$ cat config.mk
export PLATFORM = sky130hd
export DESIGN_NAME = gf2_131_field_alu_flat
export DESIGN_NICKNAME = d
export VERILOG_FILES = /design/src/rtl/gfa_pkg.sv /design/src/rtl/gfa_in_if.sv /design/src/rtl/gfa_out_if.sv /design/src/rtl/gfa_datapath.sv /design/src/rtl/gfa_ctrl.sv /design/src/rtl/gf2_131_field_alu.sv /design/src/flat_wrapper.sv
export SDC_FILE = /design/constraint.sdc
export NUM_CORES = 2
export LEC_CHECK = 0
export BUFFER_PORTS_ARGS = -buffer_cell sky130_fd_sc_hd__buf_2
export CAP_MARGIN = 5
export CORE_ASPECT_RATIO = 0.7
export CORE_MARGIN = 4
export CORE_UTILIZATION = 40
export DETAILED_ROUTE_END_ITERATION = 16
export PLACE_DENSITY_LB_ADDON = 0.05
export SKIP_CTS_REPAIR_TIMING = 1
export SLEW_MARGIN = 5
export SYNTH_ARGS = -nofsm -noshare
export SYNTH_HDL_FRONTEND = slang
export SYNTH_SLANG_ARGS = --single-unit
$ cat constraint.sdc
create_clock -name i_clk -period 35.6 [get_ports i_clk]
set_clock_uncertainty 0.15 [all_clocks]
set_input_delay 5.34 -clock i_clk [delete_from_list [all_inputs] [get_ports i_clk]]
set_output_delay 5.34 -clock i_clk [all_outputs]
set_load 0.05 [all_outputs]
$ cat src/rtl/gfa_pkg.sv
package gfa_pkg;

    localparam int FDEG = 131;

    typedef logic [FDEG-1:0] t_elem;
    typedef logic [FDEG:0]   t_wide;

    localparam t_wide POLY = 132'h8_0000_0000_0000_0000_0000_0000_0000_2007;
    localparam t_elem RED  = 131'h2007;
    localparam t_elem ONE  = 131'h1;

    localparam logic [1:0] MODE_ADD = 2'd0;
    localparam logic [1:0] MODE_MUL = 2'd1;
    localparam logic [1:0] MODE_SQR = 2'd2;
    localparam logic [1:0] MODE_INV = 2'd3;

    localparam logic [7:0] MUL_LAST = 8'(FDEG - 1);

    typedef struct packed {
        logic load;
        logic mul_step;
        logic inv_step;
        logic inv_fin;
        logic out_load;
    } t_cmd;

    typedef struct packed {
        logic inv_done;
    } t_sts;

endpackage

$ cat src/rtl/gfa_in_if.sv
interface gfa_in_if;
    logic        valid;
    logic        ready;
    logic [63:0] a_low;
    logic [63:0] a_mid;
    logic [2:0]  a_top;
    logic [63:0] b_low;
    logic [63:0] b_mid;
    logic [2:0]  b_top;
    logic [1:0]  mode;

    modport source (output valid, a_low, a_mid, a_top, b_low, b_mid, b_top, mode,
                    input ready);
    modport sink (input valid, a_low, a_mid, a_top, b_low, b_mid, b_top, mode,
                  output ready);
endinterface

$ cat src/rtl/gfa_out_if.sv
interface gfa_out_if;
    logic        valid;
    logic        ready;
    logic [63:0] c_low;
    logic [63:0] c_mid;
    logic [2:0]  c_top;

    modport source (output valid, c_low, c_mid, c_top, input ready);
    modport sink (input valid, c_low, c_mid, c_top, output ready);
endinterface

$ cat src/rtl/gfa_datapath.sv
module gfa_datapath (
    input  logic          i_clk,
    input  gfa_pkg::t_cmd i_cmd,
    input  gfa_pkg::t_elem i_a,
    input  gfa_pkg::t_elem i_b,
    input  logic [1:0]    i_mode,
    output gfa_pkg::t_sts o_sts,
    output gfa_pkg::t_elem o_c
);
    import gfa_pkg::*;

    t_elem r_a, r_b, r_acc, r_g1, r_g2, r_c;
    t_wide r_u, r_v;
    logic [7:0] r_du, r_dv;

    t_elem n_acc, n_g1, n_g2;
    t_wide n_u, n_v;
    logic [7:0] n_du, n_dv;
    logic a_zero, u_one, v_one;

    function automatic t_elem half(input t_elem g);
        t_wide w;
        w = g[0] ? ({1'b0, g} ^ POLY) : {1'b0, g};
        return w[FDEG:1];
    endfunction

    assign a_zero = (i_a == '0);
    assign u_one  = (r_u == t_wide'(1));
    assign v_one  = (r_v == t_wide'(1));
    assign o_sts.inv_done = u_one || v_one;
    assign o_c = r_c;

    always_comb begin
        n_acc = {r_acc[FDEG-2:0], 1'b0} ^ (r_acc[FDEG-1] ? RED : '0)
              ^ (r_b[FDEG-1] ? r_a : '0);
        n_u = r_u; n_v = r_v; n_g1 = r_g1; n_g2 = r_g2; n_du = r_du; n_dv = r_dv;
        if (!r_u[0]) begin
            n_u = r_u >> 1;
            n_g1 = half(r_g1);
            n_du = r_du - 8'd1;
        end else if (!r_v[0]) begin
            n_v = r_v >> 1;
            n_g2 = half(r_g2);
            n_dv = r_dv - 8'd1;
        end else if (r_du > r_dv) begin
            n_u = r_u ^ r_v;
            n_g1 = r_g1 ^ r_g2;
        end else begin
            n_v = r_v ^ r_u;
            n_g2 = r_g2 ^ r_g1;
        end
    end

    always_ff @(posedge i_clk) begin
        if (i_cmd.load) begin
            r_a   <= i_a;
            r_b   <= (i_mode == MODE_SQR) ? i_a : i_b;
            r_acc <= (i_mode == MODE_ADD) ? (i_a ^ i_b) : '0;
            r_u   <= a_zero ? t_wide'(1) : {1'b0, i_a};
            r_v   <= POLY;
            r_g1  <= ONE;
            r_g2  <= '0;
            r_du  <= 8'(FDEG - 1);
            r_dv  <= 8'(FDEG);
        end
        if (i_cmd.mul_step) begin
            r_acc <= n_acc;
            r_b   <= {r_b[FDEG-2:0], 1'b0};
        end
        if (i_cmd.inv_step) begin
            r_u <= n_u; r_v <= n_v; r_g1 <= n_g1; r_g2 <= n_g2;
            r_du <= n_du; r_dv <= n_dv;
        end
        if (i_cmd.inv_fin) begin
            r_acc <= u_one ? r_g1 : r_g2;
        end
        if (i_cmd.out_load) begin
            r_c <= r_acc;
        end
    end

    a_inv_odd: assert property (@(posedge i_clk)
        i_cmd.inv_step && r_u[0] && r_v[0] |-> r_u != r_v)
        else $error("remainders equal during inversion");
    a_deg_bound: assert property (@(posedge i_clk)
        i_cmd.inv_step |-> (r_du != 8'd0 || r_u[0]) && (r_dv != 8'd0 || r_v[0]))
        else $error("degree bound underflow");
    a_no_mix: assert property (@(posedge i_clk)
        !(i_cmd.mul_step && i_cmd.inv_step))
        else $error("multiply and inversion step together");
endmodule

$ cat src/rtl/gfa_ctrl.sv
module gfa_ctrl (
    input  logic          i_clk,
    input  logic          i_rst_n,
    input  logic          i_in_valid,
    input  logic [1:0]    i_mode,
    output logic          o_in_ready,
    output logic          o_out_valid,
    input  logic          i_out_ready,
    input  gfa_pkg::t_sts i_sts,
    output gfa_pkg::t_cmd o_cmd
);
    import gfa_pkg::*;

    typedef enum logic [3:0] {
        S_IDLE = 4'b0001,
        S_MUL  = 4'b0010,
        S_INV  = 4'b0100,
        S_FIN  = 4'b1000
    } t_state;

    t_state r_state, n_state;
    logic [7:0] r_cnt, n_cnt;
    logic r_ovalid, n_ovalid;
    logic accept;

    assign o_in_ready  = (r_state == S_IDLE);
    assign o_out_valid = r_ovalid;
    assign accept = i_in_valid && o_in_ready;

    always_comb begin
        n_state = r_state;
        n_cnt = r_cnt;
        o_cmd = '0;
        o_cmd.load = accept;
        case (r_state)
            S_IDLE: begin
                if (accept) begin
                    n_cnt = '0;
                    case (i_mode)
                        MODE_MUL: n_state = S_MUL;
                        MODE_SQR: n_state = S_MUL;
                        MODE_INV: n_state = S_INV;
                        default:  n_state = S_FIN;
                    endcase
                end
            end
            S_MUL: begin
                o_cmd.mul_step = 1'b1;
                n_cnt = r_cnt + 8'd1;
                if (r_cnt == MUL_LAST) n_state = S_FIN;
            end
            S_INV: begin
                if (i_sts.inv_done) begin
                    o_cmd.inv_fin = 1'b1;
                    n_state = S_FIN;
                end else begin
                    o_cmd.inv_step = 1'b1;
                end
            end
            S_FIN: begin
                if (!r_ovalid || i_out_ready) begin
                    o_cmd.out_load = 1'b1;
                    n_state = S_IDLE;
                end
            end
            default: n_state = S_IDLE;
        endcase
        n_ovalid = o_cmd.out_load ? 1'b1 : (r_ovalid && !i_out_ready);
    end

    always_ff @(posedge i_clk) begin
        if (!i_rst_n) begin
            r_state  <= S_IDLE;
            r_cnt    <= '0;
            r_ovalid <= 1'b0;
        end else begin
            r_state  <= n_state;
            r_cnt    <= n_cnt;
            r_ovalid <= n_ovalid;
        end
    end

    a_no_overwrite: assert property (@(posedge i_clk) disable iff (!i_rst_n)
        o_cmd.out_load |-> !r_ovalid || i_out_ready)
        else $error("result overwritten before taken");
    a_cnt_range: assert property (@(posedge i_clk) disable iff (!i_rst_n)
        r_state == S_MUL |-> r_cnt <= MUL_LAST)
        else $error("multiply count out of range");
    a_load_valid: assert property (@(posedge i_clk) disable iff (!i_rst_n)
        o_cmd.out_load |=> r_ovalid)
        else $error("loaded result not presented");
endmodule

$ cat src/rtl/gf2_131_field_alu.sv
// channel  dir  signals                                   beat
// i_in     in   valid ready a_low a_mid a_top b_* mode    operands a, b and mode
// o_out    out  valid ready c_low c_mid c_top             result c
//
// add is xored at load and then passed to the output register, multiply and square
// take one bit of b per cycle through the shift-and-reduce accumulator, and invert
// takes one shift or xor of the binary euclidean remainders per cycle.
// synchronous active-low reset clears the controller and the output valid.
// a new beat is taken once the previous result sits in the output register,
// even while that result waits on o_out.ready.
module gf2_131_field_alu (
    input  logic      i_clk,
    input  logic      i_rst_n,
    gfa_in_if.sink    i_in,
    gfa_out_if.source o_out
);
    import gfa_pkg::*;

    t_cmd  cmd;
    t_sts  sts;
    t_elem op_a, op_b, res;

    assign op_a = {i_in.a_top, i_in.a_mid, i_in.a_low};
    assign op_b = {i_in.b_top, i_in.b_mid, i_in.b_low};

    gfa_ctrl u_ctrl (
        .i_clk       (i_clk),
        .i_rst_n     (i_rst_n),
        .i_in_valid  (i_in.valid),
        .i_mode      (i_in.mode),
        .o_in_ready  (i_in.ready),
        .o_out_valid (o_out.valid),
        .i_out_ready (o_out.ready),
        .i_sts       (sts),
        .o_cmd       (cmd)
    );

    gfa_datapath u_dp (
        .i_clk  (i_clk),
        .i_cmd  (cmd),
        .i_a    (op_a),
        .i_b    (op_b),
        .i_mode (i_in.mode),
        .o_sts  (sts),
        .o_c    (res)
    );

    assign o_out.c_low = res[63:0];
    assign o_out.c_mid = res[127:64];
    assign o_out.c_top = res[130:128];
endmodule

$ cat src/flat_wrapper.sv
// flat-port wrapper written by rule: the top's interface ports become plain ports
module gf2_131_field_alu_flat import gfa_pkg::*;
  (i_clk, i_rst_n, i_in_valid, i_in_a_low, i_in_a_mid, i_in_a_top, i_in_b_low, i_in_b_mid, i_in_b_top, i_in_mode, i_in_ready, o_out_valid, o_out_c_low, o_out_c_mid, o_out_c_top, o_out_ready);
  gfa_in_if i_in_i ();
  gfa_out_if o_out_i ();
  input  logic i_clk;
  input  logic i_rst_n;
  input wire logic [$bits(i_in_i.valid)-1:0] i_in_valid;
  input wire logic [$bits(i_in_i.a_low)-1:0] i_in_a_low;
  input wire logic [$bits(i_in_i.a_mid)-1:0] i_in_a_mid;
  input wire logic [$bits(i_in_i.a_top)-1:0] i_in_a_top;
  input wire logic [$bits(i_in_i.b_low)-1:0] i_in_b_low;
  input wire logic [$bits(i_in_i.b_mid)-1:0] i_in_b_mid;
  input wire logic [$bits(i_in_i.b_top)-1:0] i_in_b_top;
  input wire logic [$bits(i_in_i.mode)-1:0] i_in_mode;
  output wire logic [$bits(i_in_i.ready)-1:0] i_in_ready;
  output wire logic [$bits(o_out_i.valid)-1:0] o_out_valid;
  output wire logic [$bits(o_out_i.c_low)-1:0] o_out_c_low;
  output wire logic [$bits(o_out_i.c_mid)-1:0] o_out_c_mid;
  output wire logic [$bits(o_out_i.c_top)-1:0] o_out_c_top;
  input wire logic [$bits(o_out_i.ready)-1:0] o_out_ready;
  assign i_in_i.valid = i_in_valid;
  assign i_in_i.a_low = i_in_a_low;
  assign i_in_i.a_mid = i_in_a_mid;
  assign i_in_i.a_top = i_in_a_top;
  assign i_in_i.b_low = i_in_b_low;
  assign i_in_i.b_mid = i_in_b_mid;
  assign i_in_i.b_top = i_in_b_top;
  assign i_in_i.mode = i_in_mode;
  assign i_in_ready = i_in_i.ready;
  assign o_out_valid = o_out_i.valid;
  assign o_out_c_low = o_out_i.c_low;
  assign o_out_c_mid = o_out_i.c_mid;
  assign o_out_c_top = o_out_i.c_top;
  assign o_out_i.ready = o_out_ready;
  gf2_131_field_alu u_core (.i_clk(i_clk), .i_rst_n(i_rst_n), .i_in(i_in_i), .o_out(o_out_i));
endmodule
-- After elaboration in Yosys (flattened, before gate mapping)
Index checks and enable logic that the tools add are counted.
- flip-flop bits (word level): 1079
- output and inout bits: 133
- logic and storage cells: 122
- add/sub/neg operators: 3
- $lt $le $gt $ge: 1
- equal/unequal tests: 20
- muxes and demuxes: 55
- bitwise logic cells: 7
- reduce and logical (&&, ||, !) cells: 20
- operator list (operator ; count):
    2-to-1 mux 131 bit ; 20
    2-to-1 mux 132 bit ; 12
    bitwise XOR 131 bit ; 3
    equality test 132 x 1 -> 1 bit, second input constant ; 2
    bitwise XOR 132 bit ; 1
    zero test 131 bit ; 1
    bitwise XOR 131 x 14 -> 131 bit ; 1
    2-to-1 mux 8 bit ; 8
    2-to-1 mux 4 bit ; 4
    one-hot mux 4 bit (4 select lines) ; 1
    one-hot mux 8 bit (2 select lines) ; 1
    subtractor 8 x 1 -> 8 bit, second input constant ; 2
    2-to-1 mux 14 bit ; 1
    != test 2 bit, second input constant ; 5
    NOT 4 -> 5 bit ; 2
    != test 3 bit, second input constant ; 3
    AND reduction 3 bit ; 3
    adder 8 x 1 -> 8 bit, second input constant ; 1
    equality test 8 bit, second input constant ; 1
    greater-than comparator 8 bit ; 1
    one-hot mux 4 bit (2 select lines) ; 1
    2-to-1 mux 1 bit ; 6
    AND reduction 2 bit ; 3
    nonzero test 2 bit ; 3
    other kinds (15) ; 20

-- Logic depth before layout (Yosys ltp)
- word-level depth: 6
- mapped depth: 12

-- Cells and area by module
Synthesis repeated with hierarchy kept, for this count alone.
- cell total of the unflattened synthesis: 4992
- area total of the unflattened synthesis: 57193.6 µm²
- by module, submodules not included (module ; instances ; cells an instance ; area an instance (µm²) ; sequential area each (µm²)):
    gfa_datapath ; 1 ; 4903 ; 56399.1 ; 32000.7
    gfa_ctrl ; 1 ; 89 ; 794.5 ; 260.2

-- Least setup slack after synthesis
Ideal clock, no wire load.
- path type: reg-to-reg
- start point: reg u_core.u_dp.r_v[0]
- end point: reg u_core.u_dp.r_g1[0] (enable)
- setup time: 1.247 ns
- arrival: 19.675 ns
- required time: 34.203 ns
- setup slack: 14.528 ns
- cell stages (with the launch flop): 10
- cells stage by stage: edfxtp_1 buf_2 nor4b_1 nand4_1 nor4_1 nand3_1 nand3_1 buf_2 buf_2 o21ai_0
- word-level cells in the longest chain between the ends: 6
- ends and longest elaborated chain (element ; line ; RTL):
    from (decl) ; gfa_datapath.sv:13 ; t_wide r_u, r_v;
    from (signal assigned) ; gfa_datapath.sv:71 ; r_u <= n_u; r_v <= n_v; r_g1 <= n_g1; r_g2 <= n_g2;
    equality test 132 x 1 -> 1 bit ; gfa_datapath.sv:29 ; assign v_one = (r_v == t_wide'(1));
    logical OR 1 bit ; gfa_datapath.sv:30 ; assign o_sts.inv_done = u_one || v_one;
    2-to-1 mux 1 bit ; gfa_ctrl.sv:53 ; if (i_sts.inv_done) begin
    2-to-1 mux 2 bit ; gfa_ctrl.sv:35 ; case (r_state)
    != test 3 bit (no line) / nonzero test 2 bit (equally long branches) ; n/a ;
    AND reduction 3 bit (no line) * ; n/a ;
    to (signal assigned) ; gfa_datapath.sv:71 ;
    to (decl) ; gfa_datapath.sv:12 ; t_elem r_a, r_b, r_acc, r_g1, r_g2, r_c;
Mark *: on every way between the ends. The rest lies on a longest branch, timed or not.
A chain may end at the register's enable or synchronous reset.

==> results.py <==
metrics = {
    "synthesis": {
        "synth_common_cells": "edfxtp_1, nor2_1, nand2_1, mux2i_1, xor2_1",
        "netlist.area_leader.share_pct": 58.0,
        "synth.most_common_cell": "edfxtp_1",
        "syn-num-nets": 5078,
        "ys_ff_latch": 1079,
        "syn_area_um2": 55100,
        "seq_area_frac_synth_pct": 58.5,
        "synthesis.instances": 4793,
        "ys_warn_count": 0,
        "synth.area.top_cells": "edfxtp_1, mux2i_1, xor2_1",
        "async_reset_ff_share_pct": 0,
        "synth.distinct_cells": 48,
        "synth-edff-count": 1065,
        "yosysTopAreaCell": "edfxtp_1",
        "avgSynthCellArea_um2": 11.5,
        "synth_ff_type": "edfxtp_1",
    },
    "worst_setup_path": {
        "worst-setup-path-type": "in -> reg",
        "crit_required_ns": 35.80,
        "crit_fanout": 86,
        "startpoint_type": "input port",
        "critical_path.top_delay_family": "buffers and inverters",
        "end_kind": "flip-flop",
        "cp_cell_sequence": "buf_2 > nand2_4 > inv_6 > nor2_1 > nand2b_4 > buf_4",
        "crit_arrival_ns": 8.92,
        "cp_num_buf_inv": 3,
        "crit_cells": 6,
        "cpPeakStageDelay_ns": 1.04,
        "cpMaxStageDelayCell": "inv_6",
        "rr_worst_depth": 8,
    },
    "sta": {
        "fmax_mhz": 115,
        "post-route-min-period_ns": 8.72,
        "fin_ws_ns": 26.88,
        "timing_hold_violations_final": 0,
        "final-max-slew-violation-count": 0,
        "rsz0062_at_grt": "no",
        "tns_ns": 0,
        "period_share_pct": 24.5,
        "slew_headroom_pct": 12.4,
        "finalSetupViolCount": 0,
        "holdWs_ns": 0.321,
        "worst_pin_slew_ns": 1.30,
    },
    "outcome": {
        "status": "complete, no violations",
    },
    "clock_tree": {
        "clk_latency_ns": 0.73,
        "clk_pin_slew_ns": 0.06,
        "cts_buffer_depth": 3,
        "root_buffer": "clkbuf_16",
        "cts-buffers-inserted": 115,
        "h-tree-depth": 3,
        "cts_tree": "done",
        "numClockSinks": 1079,
    },
    "run": {
        "max_cap_violations": 0,
    },
    "finish": {
        "finalNetCount": 5284,
        "multi_input_area_um2": 21400,
        "drive_gt1_share_pct": 12.5,
        "nFillCells": 12700,
        "seq_area_um2": 32300,
        "syn2layout_area_growth_pct": 12.9,
    },
    "global_routing": {
        "use_met1_pct": 35.2,
        "grt-busiest-layer": "met1",
        "grt_pass1_wl_um": 251000,
        "antenna_found_initial": 8,
        "grt_use_total_pct": 22.6,
        "grt_max_degree": 182,
        "met3_usage_pct": 4.79,
        "gr-usage-met2_pct": 31.8,
        "grt_pass1_vias": 37500,
        "grt-ovfl-total": 0,
    },
    "die": {
        "die_w_um": 452,
        "dieArea_um2": 144000,
        "num_rows": 113,
        "ios": 401,
        "initial_core_util_pct": 40.4,
        "die_y_um": 319,
        "fp.coreArea_um2": 136000,
    },
    "power": {
        "power_mw": 3.84,
        "ir_drop_mv": 0.0401,
        "p_leak_nw": 22.2,
        "power.density_nw_per_um2": 61.8,
    },
    "detailed_routing": {
        "wl_um": 166000,
        "firstDrtPassIters": 6,
        "drtIter0Drc": 3302,
        "vias": 39000,
        "vias_per_cell": 5.63,
        "wire_per_inst_um": 24.0,
        "drc": 0,
        "antenna_left": 0,
    },
    "place": {
        "preCtsSetupSlack_ns": 26.07,
        "gp_congestion": 0.793,
        "dp_hpwl_um": 107000,
        "io_buffers": 400,
    },
    "hold_path": {
        "hold_path_class": "reg -> reg",
        "hold_depth": 0,
    },
}
[per-stage QoR]
| step | utilization [%] | instance area (µm²) | instances |
|---|---|---|---|
| floorplan | - | 55100 | 4793 |
| global placement | 43.0 | 58600 | 6722 |
| detailed placement | 43.0 | 58600 | 6722 |
| CTS | 45.6 | 62200 | 6929 |
| global route | 45.6 | 62200 | 6931 |
| finish | 45.6 | 62200 | 6931 |
[final timing paths]
path | start | endpoint | slack, ns
hold reg to reg | u_core.u_dp.r_acc[102] | u_core.u_dp.o_c[102] | 0.32
hold / removal | u_core.u_dp.r_acc[102] | u_core.u_dp.o_c[102] | 0.32
setup / recovery | i_in_valid | u_core.u_dp.r_acc[65] | 26.88
setup reg to reg | u_core.u_dp.r_u[123] | u_core.u_dp.r_g1[30] | 29.14
[power breakdown]
group	switching [mW]	internal [mW]	leakage, nW	total (mW)
clock network	0.522	0.684	1.77	1.21
logic	0.497	0.257	10.1	0.754
registers	0.175	1.71	10.4	1.88
total	1.19	2.65	22.2	3.84
[worst reg2reg max path, delay by kind of cell, from the launching register on]
family	cells	cell delay, ns
flops	1	0.44
simple gates	5	3.89
buf+inv	2	1.51
compound gates	1	0.18
[metal layers]
layer	vias to the layer above	part of all wire, %	wire (µm)
met4	4	2.4	4040
met2	1124	42	69200
met1	19500	49	82100
met5	-	0.017	28
met3	188	6.6	11000
li1	18300	-	-
[cell usage in the layout, fill, tap and decap left out, drive strengths merged, types with 7 or more instances in the layout]
master,count
clkinv,46
bufinv,12
nand4,27
nand2,416
a31oi,265
and3,7
xor2,397
o21ai,148
buf,460
dfxtp,14
a21oi,138
ha,17
mux2i,397
a211oi,260
nor4b,7
nor4,114
a2bb2oi,130
edfxtp,1065
nor3,137
clkbuf,146
nor2,671
inv,19
nand3,15
xnor2,145
[logic make-up after synthesis]
logic type,count (synthesis),synth area share [%]
AO/OA/AOI/OAI,957,11.5
buffers and inverters,388,2.92
XOR/XNOR,542,8.61
multiplexers,397,7.21
flip-flops,1079,58.5
adder cells (fa/ha/maj),17,0.386
AND/OR/NAND/NOR,1413,10.9
[area by class of cell]
class	count	share of cell area, %
clock buffers	146	4.88
well taps	1840	3.70
inverters	17	0.127
repair buffers	460	4.06
multi-input cells	3326	34.4
clock inverters	61	0.936
diodes	2	0.00805
flip-flops and latches	1079	51.9
[state kept, by name, indices dropped and copies added, names as in the netlist, 131 cells and up]
register	count
u_core.u_dp.o_c	131
u_core.u_dp.r_a	131
u_core.u_dp.r_acc	131
u_core.u_dp.r_b	131
u_core.u_dp.r_g1	131
u_core.u_dp.r_g2	131
u_core.u_dp.r_u	132
u_core.u_dp.r_v	132
Power figures use the tool's default switching activity.
